$ cat config.mk
export PLATFORM = sky130hd
export DESIGN_NAME = humidity_temp_frame_decoder_unit_flat
export DESIGN_NICKNAME = d
export VERILOG_FILES = /design/src/design/htfd_pkg.sv /design/src/design/htfd_if.sv /design/src/design/htfd_frame.sv /design/src/design/htfd_scale.sv /design/src/design/humidity_temp_frame_decoder_unit.sv /design/src/flat_wrapper.sv
export SDC_FILE = /design/constraint.sdc
export NUM_CORES = 1
export LEC_CHECK = 0
export ABC_AREA = 1
export BUFFER_PORTS_ARGS = -buffer_cell sky130_fd_sc_hd__buf_2
export CAP_MARGIN = 30
export CORE_AREA = 2 2 203 165
export DETAILED_ROUTE_END_ITERATION = 12
export DIE_AREA = 0 0 205 167
export SLEW_MARGIN = 20
export SYNTH_ARGS = -nofsm -noshare
export SYNTH_HDL_FRONTEND = slang
export SYNTH_SLANG_ARGS = --single-unit
$ cat constraint.sdc
create_clock -name clk_i -period 19 [get_ports clk_i]
set_input_delay 3.8 -clock clk_i [delete_from_list [all_inputs] [get_ports clk_i]]
set_output_delay 3.8 -clock clk_i [all_outputs]
set_load 0.02 [all_outputs]
$ cat src/design/htfd_pkg.sv
package htfd_pkg;

  // CRC-8 settings of the sensor frame.
  localparam logic [7:0] CrcPoly = 8'h31;
  localparam logic [7:0] CrcInit = 8'hFF;

  // Byte positions within the six-byte frame.
  localparam logic [2:0] PosTempMsb = 3'd0;
  localparam logic [2:0] PosTempLsb = 3'd1;
  localparam logic [2:0] PosTempCrc = 3'd2;
  localparam logic [2:0] PosHumMsb  = 3'd3;
  localparam logic [2:0] PosHumLsb  = 3'd4;
  localparam logic [2:0] PosHumCrc  = 3'd5;

  // Result field widths.
  localparam int unsigned TempWidth   = 15;
  localparam int unsigned HumWidth    = 14;
  localparam int unsigned StatusWidth = 2;

  // Scaling constants, all in hundredths.
  localparam logic [14:0] TempScale  = 15'd17500;
  localparam logic [14:0] TempOffset = 15'd4500;
  localparam logic [13:0] HumScale   = 14'd12500;
  localparam logic [13:0] HumOffset  = 14'd600;
  localparam logic [13:0] HumMax     = 14'd10000;
  localparam logic [13:0] HumUpper   = 14'd10600;

  typedef enum logic [StatusWidth-1:0] {
    StatusOk      = 2'd0,
    StatusTempCrc = 2'd1,
    StatusHumCrc  = 2'd2
  } status_e;

  // One complete frame, handed from the frame tracker to the scaler.
  typedef struct packed {
    logic [15:0] temp_word;
    logic [15:0] hum_word;
    status_e     status;
  } frame_rec_t;

  // One byte step of the CRC, MSB first, unrolled over eight bits.
  function automatic logic [7:0] crc8_byte(input logic [7:0] crc, input logic [7:0] data);
    logic [7:0] c;
    c = crc ^ data;
    for (int k = 0; k < 8; k++) begin
      if (c[7]) begin
        c = {c[6:0], 1'b0} ^ CrcPoly;
      end else begin
        c = {c[6:0], 1'b0};
      end
    end
    return c;
  endfunction

endpackage

$ cat src/design/htfd_if.sv
// Byte channel into the decoder.
interface htfd_in_if import htfd_pkg::*; ();
  logic       valid;
  logic       ready;
  logic [7:0] data_byte;
  logic       frame_start;

  modport source (output valid, output data_byte, output frame_start, input ready);
  modport sink (input valid, input data_byte, input frame_start, output ready);
endinterface

// Result channel out of the decoder.
interface htfd_out_if import htfd_pkg::*; ();
  logic                          valid;
  logic                          ready;
  logic signed [TempWidth-1:0]   temperature_centi;
  logic [HumWidth-1:0]           humidity_centi;
  logic [StatusWidth-1:0]        status;

  modport source (output valid, output temperature_centi, output humidity_centi,
                  output status, input ready);
  modport sink (input valid, input temperature_centi, input humidity_centi,
                input status, output ready);
endinterface

$ cat src/design/htfd_frame.sv
module htfd_frame import htfd_pkg::*; (
  input  logic        clk_i,
  input  logic        rst_ni,
  htfd_in_if.sink     in_i,
  output logic        rec_valid_o,
  input  logic        rec_ready_i,
  output frame_rec_t  rec_o
);

  logic [2:0]  pos_q, pos_d, pos_eff;
  logic [7:0]  crc_q, crc_d;
  logic [15:0] temp_word_q, temp_word_d;
  logic [15:0] hum_word_q, hum_word_d;
  logic        temp_bad_q, temp_bad_d;
  logic        rec_valid_q, rec_valid_d;
  frame_rec_t  rec_q;
  logic        in_ready;
  logic        accept;
  logic        last_byte;
  status_e     status;

  // A byte may enter whenever the frame record slot is free or drains this cycle.
  assign in_ready   = !rec_valid_q || rec_ready_i;
  assign in_i.ready = in_ready;
  assign accept     = in_i.valid && in_ready;

  // A start mark or an unused position restarts the frame at byte zero.
  assign pos_eff   = (in_i.frame_start || pos_q > PosHumCrc) ? PosTempMsb : pos_q;
  assign last_byte = (pos_eff == PosHumCrc);

  // Per-position update of the frame state.
  always_comb begin
    crc_d       = crc_q;
    temp_word_d = temp_word_q;
    hum_word_d  = hum_word_q;
    temp_bad_d  = temp_bad_q;
    pos_d       = pos_eff + 3'd1;
    unique case (pos_eff)
      PosTempMsb: begin
        crc_d       = crc8_byte(CrcInit, in_i.data_byte);
        temp_word_d = {in_i.data_byte, 8'h00};
      end
      PosTempLsb: begin
        crc_d       = crc8_byte(crc_q, in_i.data_byte);
        temp_word_d = {temp_word_q[15:8], in_i.data_byte};
      end
      PosTempCrc: begin
        temp_bad_d = (crc_q != in_i.data_byte);
        crc_d      = CrcInit;
      end
      PosHumMsb: begin
        crc_d      = crc8_byte(CrcInit, in_i.data_byte);
        hum_word_d = {in_i.data_byte, 8'h00};
      end
      PosHumLsb: begin
        crc_d      = crc8_byte(crc_q, in_i.data_byte);
        hum_word_d = {hum_word_q[15:8], in_i.data_byte};
      end
      default: begin
        crc_d = CrcInit;
        pos_d = PosTempMsb;
      end
    endcase
  end

  // Status of a finished frame; the temperature check wins.
  always_comb begin
    if (temp_bad_q) begin
      status = StatusTempCrc;
    end else if (crc_q != in_i.data_byte) begin
      status = StatusHumCrc;
    end else begin
      status = StatusOk;
    end
  end

  // The record slot fills on the sixth byte and empties on a transfer.
  always_comb begin
    if (accept && last_byte) begin
      rec_valid_d = 1'b1;
    end else if (rec_ready_i) begin
      rec_valid_d = 1'b0;
    end else begin
      rec_valid_d = rec_valid_q;
    end
  end

  always_ff @(posedge clk_i or negedge rst_ni) begin
    if (!rst_ni) begin
      pos_q       <= PosTempMsb;
      crc_q       <= CrcInit;
      temp_word_q <= '0;
      hum_word_q  <= '0;
      temp_bad_q  <= 1'b0;
      rec_valid_q <= 1'b0;
    end else begin
      rec_valid_q <= rec_valid_d;
      if (accept) begin
        pos_q       <= pos_d;
        crc_q       <= crc_d;
        temp_word_q <= temp_word_d;
        hum_word_q  <= hum_word_d;
        temp_bad_q  <= temp_bad_d;
      end
    end
  end

  // Frame record payload.
  always_ff @(posedge clk_i) begin
    if (accept && last_byte) begin
      rec_q.temp_word <= temp_word_q;
      rec_q.hum_word  <= hum_word_q;
      rec_q.status    <= status;
    end
  end

  assign rec_valid_o = rec_valid_q;
  assign rec_o       = rec_q;

endmodule

$ cat src/design/htfd_scale.sv
module htfd_scale import htfd_pkg::*; (
  input  logic        clk_i,
  input  logic        rst_ni,
  input  logic        rec_valid_i,
  output logic        rec_ready_o,
  input  frame_rec_t  rec_i,
  htfd_out_if.source  out_o
);

  logic [30:0]           t_prod;
  logic [31:0]           t_sum;
  logic [14:0]           t_quo;
  logic [29:0]           h_prod;
  logic [30:0]           h_sum;
  logic [13:0]           h_quo;
  logic [TempWidth-1:0]  temp_d, temp_q;
  logic [HumWidth-1:0]   hum_d, hum_q;
  logic [HumWidth-1:0]   hum_clamped;
  status_e               status_q;
  logic                  out_valid_q, out_valid_d;
  logic                  load;

  assign rec_ready_o = !out_valid_q || out_o.ready;
  assign load        = rec_valid_i && rec_ready_o;

  // Scale by a constant, then divide by 65535 as (x + (x >> 16) + 1) >> 16,
  // which is exact for quotients well below 65536.
  assign t_prod = 31'(rec_i.temp_word) * 31'(TempScale);
  assign t_sum  = 32'(t_prod) + 32'(t_prod[30:16]) + 32'd1;
  assign t_quo  = t_sum[30:16];

  assign h_prod = 30'(rec_i.hum_word) * 30'(HumScale);
  assign h_sum  = 31'(h_prod) + 31'(h_prod[29:16]) + 31'd1;
  assign h_quo  = h_sum[29:16];

  // Offset and clamp the humidity to its valid range.
  always_comb begin
    if (h_quo < HumOffset) begin
      hum_clamped = '0;
    end else if (h_quo > HumUpper) begin
      hum_clamped = HumMax;
    end else begin
      hum_clamped = h_quo - HumOffset;
    end
  end

  // Values are zeroed when either CRC failed.
  always_comb begin
    if (rec_i.status == StatusOk) begin
      temp_d = t_quo - TempOffset;
      hum_d  = hum_clamped;
    end else begin
      temp_d = '0;
      hum_d  = '0;
    end
  end

  always_comb begin
    if (load) begin
      out_valid_d = 1'b1;
    end else if (out_o.ready) begin
      out_valid_d = 1'b0;
    end else begin
      out_valid_d = out_valid_q;
    end
  end

  always_ff @(posedge clk_i or negedge rst_ni) begin
    if (!rst_ni) begin
      out_valid_q <= 1'b0;
    end else begin
      out_valid_q <= out_valid_d;
    end
  end

  // Result register payload.
  always_ff @(posedge clk_i) begin
    if (load) begin
      temp_q   <= temp_d;
      hum_q    <= hum_d;
      status_q <= rec_i.status;
    end
  end

  assign out_o.valid             = out_valid_q;
  assign out_o.temperature_centi = $signed(temp_q);
  assign out_o.humidity_centi    = hum_q;
  assign out_o.status            = status_q;

endmodule

$ cat src/design/humidity_temp_frame_decoder_unit.sv
// A sixth frame byte's result passes the frame record and result registers.
// Throughput: one byte per cycle when not stalled; the CRC byte step and the
// constant scaling each fit a single pipeline stage between registers.
// Reset: rst_ni is asynchronous and active low; it returns the frame to byte
// zero, sets the running CRC to 0xFF and empties both pipeline stages.
module humidity_temp_frame_decoder_unit import htfd_pkg::*; (
  input  logic        clk_i,
  input  logic        rst_ni,
  htfd_in_if.sink     in_i,
  htfd_out_if.source  out_o
);

  logic       rec_valid;
  logic       rec_ready;
  frame_rec_t rec;

  // Frame tracking and CRC checks.
  htfd_frame u_frame (
    .clk_i       (clk_i),
    .rst_ni      (rst_ni),
    .in_i        (in_i),
    .rec_valid_o (rec_valid),
    .rec_ready_i (rec_ready),
    .rec_o       (rec)
  );

  // Conversion to hundredths and result register.
  htfd_scale u_scale (
    .clk_i       (clk_i),
    .rst_ni      (rst_ni),
    .rec_valid_i (rec_valid),
    .rec_ready_o (rec_ready),
    .rec_i       (rec),
    .out_o       (out_o)
  );

endmodule
$ cat src/flat_wrapper.sv
// flat-port wrapper written by rule: the top's interface ports become plain ports
module humidity_temp_frame_decoder_unit_flat import htfd_pkg::*;
  (clk_i, rst_ni, in_i_valid, in_i_data_byte, in_i_frame_start, in_i_ready, out_o_valid, out_o_temperature_centi, out_o_humidity_centi, out_o_status, out_o_ready);
  htfd_in_if in_i_i ();
  htfd_out_if out_o_i ();
  input  logic clk_i;
  input  logic rst_ni;
  input wire logic [$bits(in_i_i.valid)-1:0] in_i_valid;
  input wire logic [$bits(in_i_i.data_byte)-1:0] in_i_data_byte;
  input wire logic [$bits(in_i_i.frame_start)-1:0] in_i_frame_start;
  output wire logic [$bits(in_i_i.ready)-1:0] in_i_ready;
  output wire logic [$bits(out_o_i.valid)-1:0] out_o_valid;
  output wire logic [$bits(out_o_i.temperature_centi)-1:0] out_o_temperature_centi;
  output wire logic [$bits(out_o_i.humidity_centi)-1:0] out_o_humidity_centi;
  output wire logic [$bits(out_o_i.status)-1:0] out_o_status;
  input wire logic [$bits(out_o_i.ready)-1:0] out_o_ready;
  assign in_i_i.valid = in_i_valid;
  assign in_i_i.data_byte = in_i_data_byte;
  assign in_i_i.frame_start = in_i_frame_start;
  assign in_i_ready = in_i_i.ready;
  assign out_o_valid = out_o_i.valid;
  assign out_o_temperature_centi = out_o_i.temperature_centi;
  assign out_o_humidity_centi = out_o_i.humidity_centi;
  assign out_o_status = out_o_i.status;
  assign out_o_i.ready = out_o_ready;
  humidity_temp_frame_decoder_unit u_core (.clk_i(clk_i), .rst_ni(rst_ni), .in_i(in_i_i), .out_o(out_o_i));
endmodule
==> results of run 1 <==
==> flip-flops by register name, summed over array words and instances, names as in the netlist <==
register                                cells
u_core.u_frame.rec_o                       34
u_core.u_scale.out_o.temperature_centi     15
u_core.u_scale.out_o.humidity_centi        14
u_core.u_frame.temp_bad_q                   1
u_core.u_frame.hum_word_q                  16
u_core.u_scale.out_o.status                 2
u_core.u_scale.out_o.valid                  1
u_core.u_frame.temp_word_q                 16
u_core.u_frame.rec_valid_o                  1
u_core.u_frame.crc_q                        8
u_core.u_frame.pos_q                        3
==> report_power, final <==
part	leakage [nW]	internal, mW	total [mW]	switching (mW)
clock network	0.158	0.107	0.204	0.0977
logic	6.93	0.124	0.360	0.236
registers	1.15	0.304	0.326	0.0215
==> area by class of cell <==
cell class	count	area [sq um]	share of cell area
multi-input cells	1327	9632	0.6259
flip-flops and latches	111	3113	0.2023
inverters	400	1501	0.09757
well taps	427	534.3	0.03472
repair buffers	51	282.8	0.01838
clock buffers	9	225.2	0.01464
clock inverters	7	100.1	0.006505
==> kinds of logic after synthesis <==
group,Yosys count,synth area share
adders and majority gates,319,0.3246
DFF,111,0.2182
xor gates and xnor gates,64,0.04140
AOI/OAI and AO/OA,197,0.07746
buffers and inverters,407,0.1076
and+or+nand+nor,747,0.2307
==> per-stage QoR <==
step,std cells,hold WS [ns],area [sq um]
floorplan,1845,0.4249,14260
global placement,2314,0.4300,15040
detailed placement,2315,0.4314,15060
CTS,2331,0.4541,15380
global route,2332,0.4651,15390
finish,2332,0.4512,15390
==> worst paths after layout <==
check / from / depth (start not counted) / endpoint
worst max-delay path: out_o_ready / 4 / in_i_ready
worst max register to register: u_core.u_frame.rec_o[28] / 35 / u_core.u_scale.out_o.temperature_centi[14]
worst min register to register: u_core.u_frame.temp_word_q[0] / 0 / u_core.u_frame.rec_o[18]
max in group asynchronous: rst_ni / 2 / u_core.u_frame.temp_word_q[15]
worst min-delay path: u_core.u_frame.temp_word_q[0] / 0 / u_core.u_frame.rec_o[18]
min in group asynchronous: rst_ni / 1 / u_core.u_frame.pos_q[1]
==> cell usage after synthesis, types with 3 or more instances <==
master and instances:
a21boi_0 3, a21o_1 5, a21oi_1 100, a21oi_2 3
a31oi_1 9, clkbuf_1 6, dfrtp_1 38, dfstp_2 8
edfxtp_1 65, fa_1 85, ha_1 234, inv_1 378
inv_2 20, nand2_1 377, nand2_2 26, nand3_1 104
nand3_2 5, nand3b_1 9, nand4_1 34, nor2_1 144
nor2_2 13, nor3_1 15, o21a_1 8, o21ai_0 45
o21ai_1 3, o21bai_1 4, o22ai_1 8, or2_2 10
xnor2_1 20, xor2_1 40, xor2_2 3
==> worst max-delay path, cell delays in order <==
cell	delay, ns
buf_2	0.09
inv_1	0.11
nand3_1	0.13
buf_2	0.19
==> metal layers <==
metal	GRT usage	part of all wire	vias up	wire, um
met5	0	0	-	0
met4	0.04191	0.017	0	581
met3	0.02916	0.043	42	1445
met2	0.3130	0.42	227	13910
met1	0.3057	0.52	5324	17440
li1	-	-	6009	-
==> summary.txt, run 1 <==
Run status
  – Outcome: complete, no violations

Critical path
  – Worst Setup End Kind: output port
  – Worst Path Max Fanout: 3
  – CP Launch Type: input port
  – Worst path required time: 15.20 ns
  – Crit path DAT: 4.33 ns
  – R2R Setup Slk: 11.44 ns
  – Kind of critical path: input port to output port

Clock network
  – Post-CTS Resized: 0
  – CTS max path bufs: 2
  – CTS tree: yes
  – Clock latency on the worst-skew pair: 0.37 ns
  – Post-CTS Setup Bufs: 0
  – CTS root buffer: clkbuf_16
  – Hold-fix buffers, CTS: 0
  – CTS Buf Count: 9
  – Clk slew on worst S/H paths: 0.07 ns
  – Htree depth: 3
  – CTS sink count: 111

STA
  – Final period util: 0.4280
  – Final Setup Violations: 0
  – Clock Skew: 0.01012 ns
  – RSZ-0062 raised after global routing: false
  – Final TNS setup: 0 ns
  – Final worst setup slack: 10.87 ns
  – Fin crit period: 8.132 ns
  – Worst-Margin Slew: 0.6969 ns
  – Max-slew violation count: 0
  – Slew margin rel.: 0.5311
  – FMAX: 123.0 MHz
  – Hold Fails Final Rpt: 0

Floorplan
  – Core area: 32,190 sq um
  – IO Pins: 46
  – Die Span Y: 167 um
  – DIE AREA: 34,240 sq um
  – DIE WIDTH: 205 um
  – Initial Utilization: 0.4432
  – Cell row count: 59

Min path
  – Hold WC Path Type: flip-flop to flip-flop

Routing
  – Drt total wl: 33,380 um
  – Drt pass-1 iters: 6
  – Routed len/inst: 14.31 um
  – ANT nets after route: 0
  – Vias per cell: 4.975
  – DRC: 0
  – Total number of vias: 11,600
  – Initial DRC Count: 684

Yosys
  – Yosys top cell by area: ha_1
  – Synth area leaders: ha_1 21%, edfxtp_1 14%, fa_1 12%
  – Mean Syn Cell Area: 7.731 sq um
  – Yosys reg bits: 111
  – Syn Std Cell Area: 14,260 sq um
  – Post-synthesis sequential area ratio: 0.2182
  – Post-synth EDFFs: 65
  – Yosys warns: 0
  – Post-synth top area share: 0.2053
  – Ys async rst share: 0.4144
  – Synth cell types: 49
  – Dominant synthesized flop cell: edfxtp_1
  – Syn Inst Count: 1,845
  – Post-synthesis net count: 2,177

Global route
  – First-pass GRT wire length: 56,060 um
  – Largest net degree at the start of global routing: 35
  – Overall global routing resource usage: 0.2043
  – Vias in the first global route: 11,260
  – Initial antenna violation count: 0
  – Gr ovfl total: 0

Placed design
  – Port-buffer cells: 45
  – Worst slack, placed: 10.86 ns
  – Final Wtd Congestion: 0.9121
  – HPWL Detailed: 28,440 um

Final layout
  – Commonest non-fill, non-tap cell in the layout: inv_1
  – Fin util: 0.4781
  – FILL cells: 3,249
  – # nets final: 2,232
  – Layout cell share with drive strength beyond 1: 0.08714
  – Antenna cells: 0
  – Synth-to-Final Area Change: 7.886%
  – Commonest cells after routing, fill and taps aside: 378 x inv_1, 377 x nand2_1, 234 x ha_1

Pwr
  – Pwr Density: 57.85 nW/um^2
  – VDD IR-drop max: 0.06116 mV
  – Leakage: 8.247 nW
  – Design Power: 0.8902 mW

Flow run
  – Max Cap Viol: 0
(Power assumes the default switching activity.)
==> run 2: changes to the inputs <==
--- a/config.mk
+++ b/config.mk
@@ -5,12 +5,12 @@
 export SDC_FILE = /design/constraint.sdc
 export NUM_CORES = 1
 export LEC_CHECK = 0
-export ABC_AREA = 1
+export ABC_AREA = 0
 export BUFFER_PORTS_ARGS = -buffer_cell sky130_fd_sc_hd__buf_2
 export CAP_MARGIN = 30
-export CORE_AREA = 2 2 203 165
+export CORE_AREA = 2 2 195 158
 export DETAILED_ROUTE_END_ITERATION = 12
-export DIE_AREA = 0 0 205 167
+export DIE_AREA = 0 0 197 160
 export SLEW_MARGIN = 20
 export SYNTH_ARGS = -nofsm -noshare
 export SYNTH_HDL_FRONTEND = slang
==> constraint.sdc (replaced) <==
create_clock -name clk_i -period 8.03 [get_ports clk_i]
set_input_delay 1.606 -clock clk_i [delete_from_list [all_inputs] [get_ports clk_i]]
set_output_delay 1.606 -clock clk_i [all_outputs]
set_load 0.02 [all_outputs]
==> run 2 against run 1 <==
  * First-iteration DRC count decreased by 21%
  * Setup slack got worse by 11 ns
  * Register-to-register slack worse by 11 ns
  * Utilization grew 3.0 points
  * Count of clock-buffer cells in the layout stayed put
  * Critical path depth is 28 higher
  * Clock power rose by 140%
  * Non-clock buffer count rose by 90
  * Power rose by 110%
==> summary.txt, run 2 <==
Min path
  – Hold WC Path Type: flip-flop to flip-flop
  – Min-delay src: u_core.u_frame.hum_word_q[9]
  – Worst Hold Path EP: u_core.u_frame.rec_o[11]
  – Worst hold stages: 0 (unchanged)

STA
  – Slew margin rel.: 0.3832 (-0.1478)
  – Fin crit period: 7.724 ns
  – Final TNS setup: 0 ns (unchanged)
  – Worst-Margin Slew: 0.9251 ns (+0.2282 ns)
  – Clock Skew: 0.01893 ns (+0.008810 ns)
  – FMAX: 129.5 MHz
  – Final Setup Violations: 0 (unchanged)
  – Final period util: 0.9618
  – Max-slew violation count: 0 (unchanged)
  – Hold Fails Final Rpt: 0 (unchanged)

Final layout
  – Final non-filler cell area: 15,140 sq um (-1.6%)
  – Commonest non-fill, non-tap cell in the layout: inv_1
  – Synth-to-Final Area Change: 15.22%
  – # nets final: 1,812 (-19%)
  – Multi-input gate area: 9333 sq um (-3.1%)
  – FILL cells: 2,757 (-15%)
  – Max reg flops: 34 (unchanged)
  – Commonest cells after routing, fill and taps aside: 245 x inv_1, 226 x ha_1, 95 x buf_4
  – Antenna cells: 0 (unchanged)
  – Layout cell share with drive strength beyond 1: 0.1832 (+0.09603)
  – Storage element area: 3113 sq um (unchanged)

Clock network
  – CTS tree: yes
  – CTS Buf Count: 9 (unchanged)
  – Htree depth: 3 (unchanged)
  – Hold-fix buffers, CTS: 0 (unchanged)
  – Clk slew on worst S/H paths: 0.09 ns (+0.02 ns)
  – CTS root buffer: clkbuf_16
  – Clock latency on the worst-skew pair: 0.39 ns (+0.02 ns)
  – CTS max path bufs: 2 (unchanged)
  – CTS sink count: 111 (unchanged)

Yosys
  – Post-synth top area share: 0.2229 (+0.01759)
  – Fraction of synthesized area in multiplexers: 0.01610 (+0.01610)
  – Post-synth EDFFs: 65 (unchanged)
  – Synth cell count leaders: 249 x inv_1, 234 x ha_1, 85 x fa_1
  – XOR/XNOR Fraction of Synth Area: 0.06533 (+0.02393)
  – Post-synthesis sequential area ratio: 0.2370 (+0.01871)
  – Largest family of logic cells by synthesized area: adder cells
  – Dominant synthesized flop cell: edfxtp_1
  – Syn Std Cell Area: 13,140 sq um (-7.9%)
  – Synth Area in Simple Gates: 0.09971 (-0.1310)
  – Synth area leaders: ha_1 22%, edfxtp_1 15%, fa_1 13%
  – Most numerous cell in the Yosys netlist: inv_1
  – Yosys warns: 0 (unchanged)
  – Mean Syn Cell Area: 9.688 sq um (+25%)
  – Syn Inst Count: 1,356 (-27%)
  – Yosys reg bits: 111 (unchanged)
  – Yosys top cell by area: ha_1
  – Post-synthesis net count: 1,688 (-22%)
  – Post-synthesis compound-gate area fraction: 0.1469 (+0.06940)
  – Ys async rst share: 0.4144 (unchanged)
  – Synth cell types: 87 (+78%)
  – Area share of fa/ha/maj cells after synthesis: 0.3539 (+0.02934)

Critical path
  – Worst Setup End Kind: flip-flop
  – Worst path required time: 8.27 ns (-6.93 ns)
  – R2R Setup Slk: 0.31 ns (-11.13 ns)
  – Kind of critical path: flip-flop to flip-flop
  – Worst Path Max Fanout: 4 (+1)
  – Crit-path max cell delay: 0.53 ns (+0.34 ns)
  – Crit path DAT: 7.96 ns (+3.63 ns)
  – Worst setup startpoint: u_core.u_frame.rec_o[9]
  – Most used cell along the critical path: inv_1
  – RR Startpoint: u_core.u_frame.rec_o[9]
  – Worst flop-to-flop path endpoint: u_core.u_scale.out_o.humidity_centi[13]
  – Crit-path slowest cell: fa_1
  – Worst reg-to-reg path cell count: 32 (-8.6%)
  – CP Launch Type: flip-flop

Routing
  – Routed wire length on met3: 1488 um (+3.0%)
  – DRC: 0 (unchanged)
  – Vias per cell: 5.263 (+5.8%)
  – Routed len/inst: 16.17 um (+13%)
  – Drt pass-1 iters: 5 (-1)
  – Drt total wl: 30,200 um (-9.5%)
  – Total number of vias: 9,832 (-15%)
  – Initial DRC Count: 537 (-21%)
  – Met1 Wirelength: 15,680 um (-10%)
  – ANT nets after route: 0 (unchanged)
  – Met2 wire len: 12,630 um (-9.2%)
  – Top Layer Used: met4

Placed design
  – Port-buffer cells: 45 (unchanged)
  – Final Wtd Congestion: 0.8882 (-2.6%)
  – Post-DP Area: 14,210 sq um (-5.6%)
  – HPWL Detailed: 24,700 um (-13%)

Global route
  – Gr ovfl total: 0 (unchanged)
  – Largest net degree at the start of global routing: 35 (unchanged)
  – Initial antenna violation count: 0 (unchanged)
  – Vias in the first global route: 9,570 (-15%)
  – First-pass GRT wire length: 49,030 um (-13%)
  – Overall global routing resource usage: 0.1954 (-0.008947)

Pwr
  – Pwr Density: 125.7 nW/um^2 (+120%)
  – Design Power: 1.902 mW (+110%)
  – VDD IR-drop max: 0.1770 mV (+190%)
  – Leakage: 7.353 nW (-11%)

Floorplan
  – DIE WIDTH: 197 um (-3.9%)
  – IO Pins: 46 (unchanged)
  – Die Span Y: 160 um (-4.2%)
  – Initial Utilization: 0.4407 (-0.002471)
  – DIE AREA: 31,520 sq um (-7.9%)
  – Core area: 29,810 sq um (-7.4%)
  – Cell row count: 57 (-3.4%)

Run status
  – Outcome: complete, no violations

Flow run
  – Max Cap Viol: 0 (unchanged)
[run 2: cell count changes after synthesis, moves of 20 or more]
cell	change
nand4_1	-25
inv_2	-20
nand2_2	-26
a21o_1	+20
nor2_1	-85
xnor2_1	+46
nand3_1	-84
a21oi_1	-33
inv_1	-129
nand2_1	-320
[run 2: kinds of logic after synthesis]
kind of cell,Yosys count
AOI/OAI and AO/OA,279
xor gates and xnor gates,98
adders and majority gates,321
buffers and inverters,277
DFF,111
muxes,19
and+or+nand+nor,251
[run 2: area by class of cell]
cell class / instances / area share
Multi-Input combinational cell: 968 / 0.6165
Sequential cell: 111 / 0.2057
Timing Repair Buffer: 141 / 0.06332
Inverter: 249 / 0.06175
Tap cell: 383 / 0.03166
Clock buffer: 9 / 0.01488
Clock inverter: 7 / 0.006199
[run 2: power breakdown]
part | internal [mW] | switching, mW | total (mW)
clock network | 0.228 | 0.255 | 0.482
logic | 0.304 | 0.354 | 0.658
registers | 0.710 | 0.0515 | 0.762
[run 2: per-layer routing]
| metal | vias to the layer above | GRT usage |
|---|---|---|
| met5 | - | 0 |
| met4 | 0 | 0.04170 |
| met3 | 25 | 0.04329 |
| met2 | 198 | 0.2849 |
| met1 | 4654 | 0.2949 |
| li1 | 4955 | - |
[run 2: critical path: cells and delay by family (launching register included)]
kind	cells	cell delay, ns
simple gates	8	1.77
xor+xnor	2	0.40
compound gates	8	1.48
flops	1	0.45
fa+ha+maj	8	3.08
buf+inv	6	0.40
[run 2: worst max-delay path by stage]
stage	end	slack [ns]	cells past startpoint
final	u_core.u_scale.out_o.humidity_centi[13]	0.31	32
after global routing	u_core.u_scale.out_o.humidity_centi[13]	-0.09	32
after CTS	u_core.u_scale.out_o.temperature_centi[12]	0.007	31
after detailed placement	u_core.u_scale.out_o.humidity_centi[13]	-0.08	31
after global placement	u_core.u_scale.out_o.humidity_centi[13]	-0.03	32
after floorplan	u_core.u_scale.out_o.humidity_centi[13]	0.41	34
[run 2: metrics by stage]
step | hold slack (ns) | worst slack [ns] | utilization | cells
3_5_place_dp | 0.4290 | -0.07685 | 0.4766 | 1820
5_1_grt | 0.4578 | -0.08674 | 0.5078 | 1868
6_report | 0.4507 | 0.3064 | 0.5078 | 1868
4_1_cts | 0.4515 | 0.007126 | 0.4877 | 1836
2_1_floorplan | 0.4194 | 0.4060 | - | 1356
3_3_place_gp | 0.4264 | -0.03083 | 0.4759 | 1819
[run 2: repair_timing]
| item | in CTS | in global routing |
|---|---|---|
| buffers inserted | 0 | 32 |
| resized for setup | 3 | 73 |
| endpoints found under the hold margin | 0 | 0 |
| setup endpoints to repair | 5 | 22 |
| pin swaps | 0 | 21 |
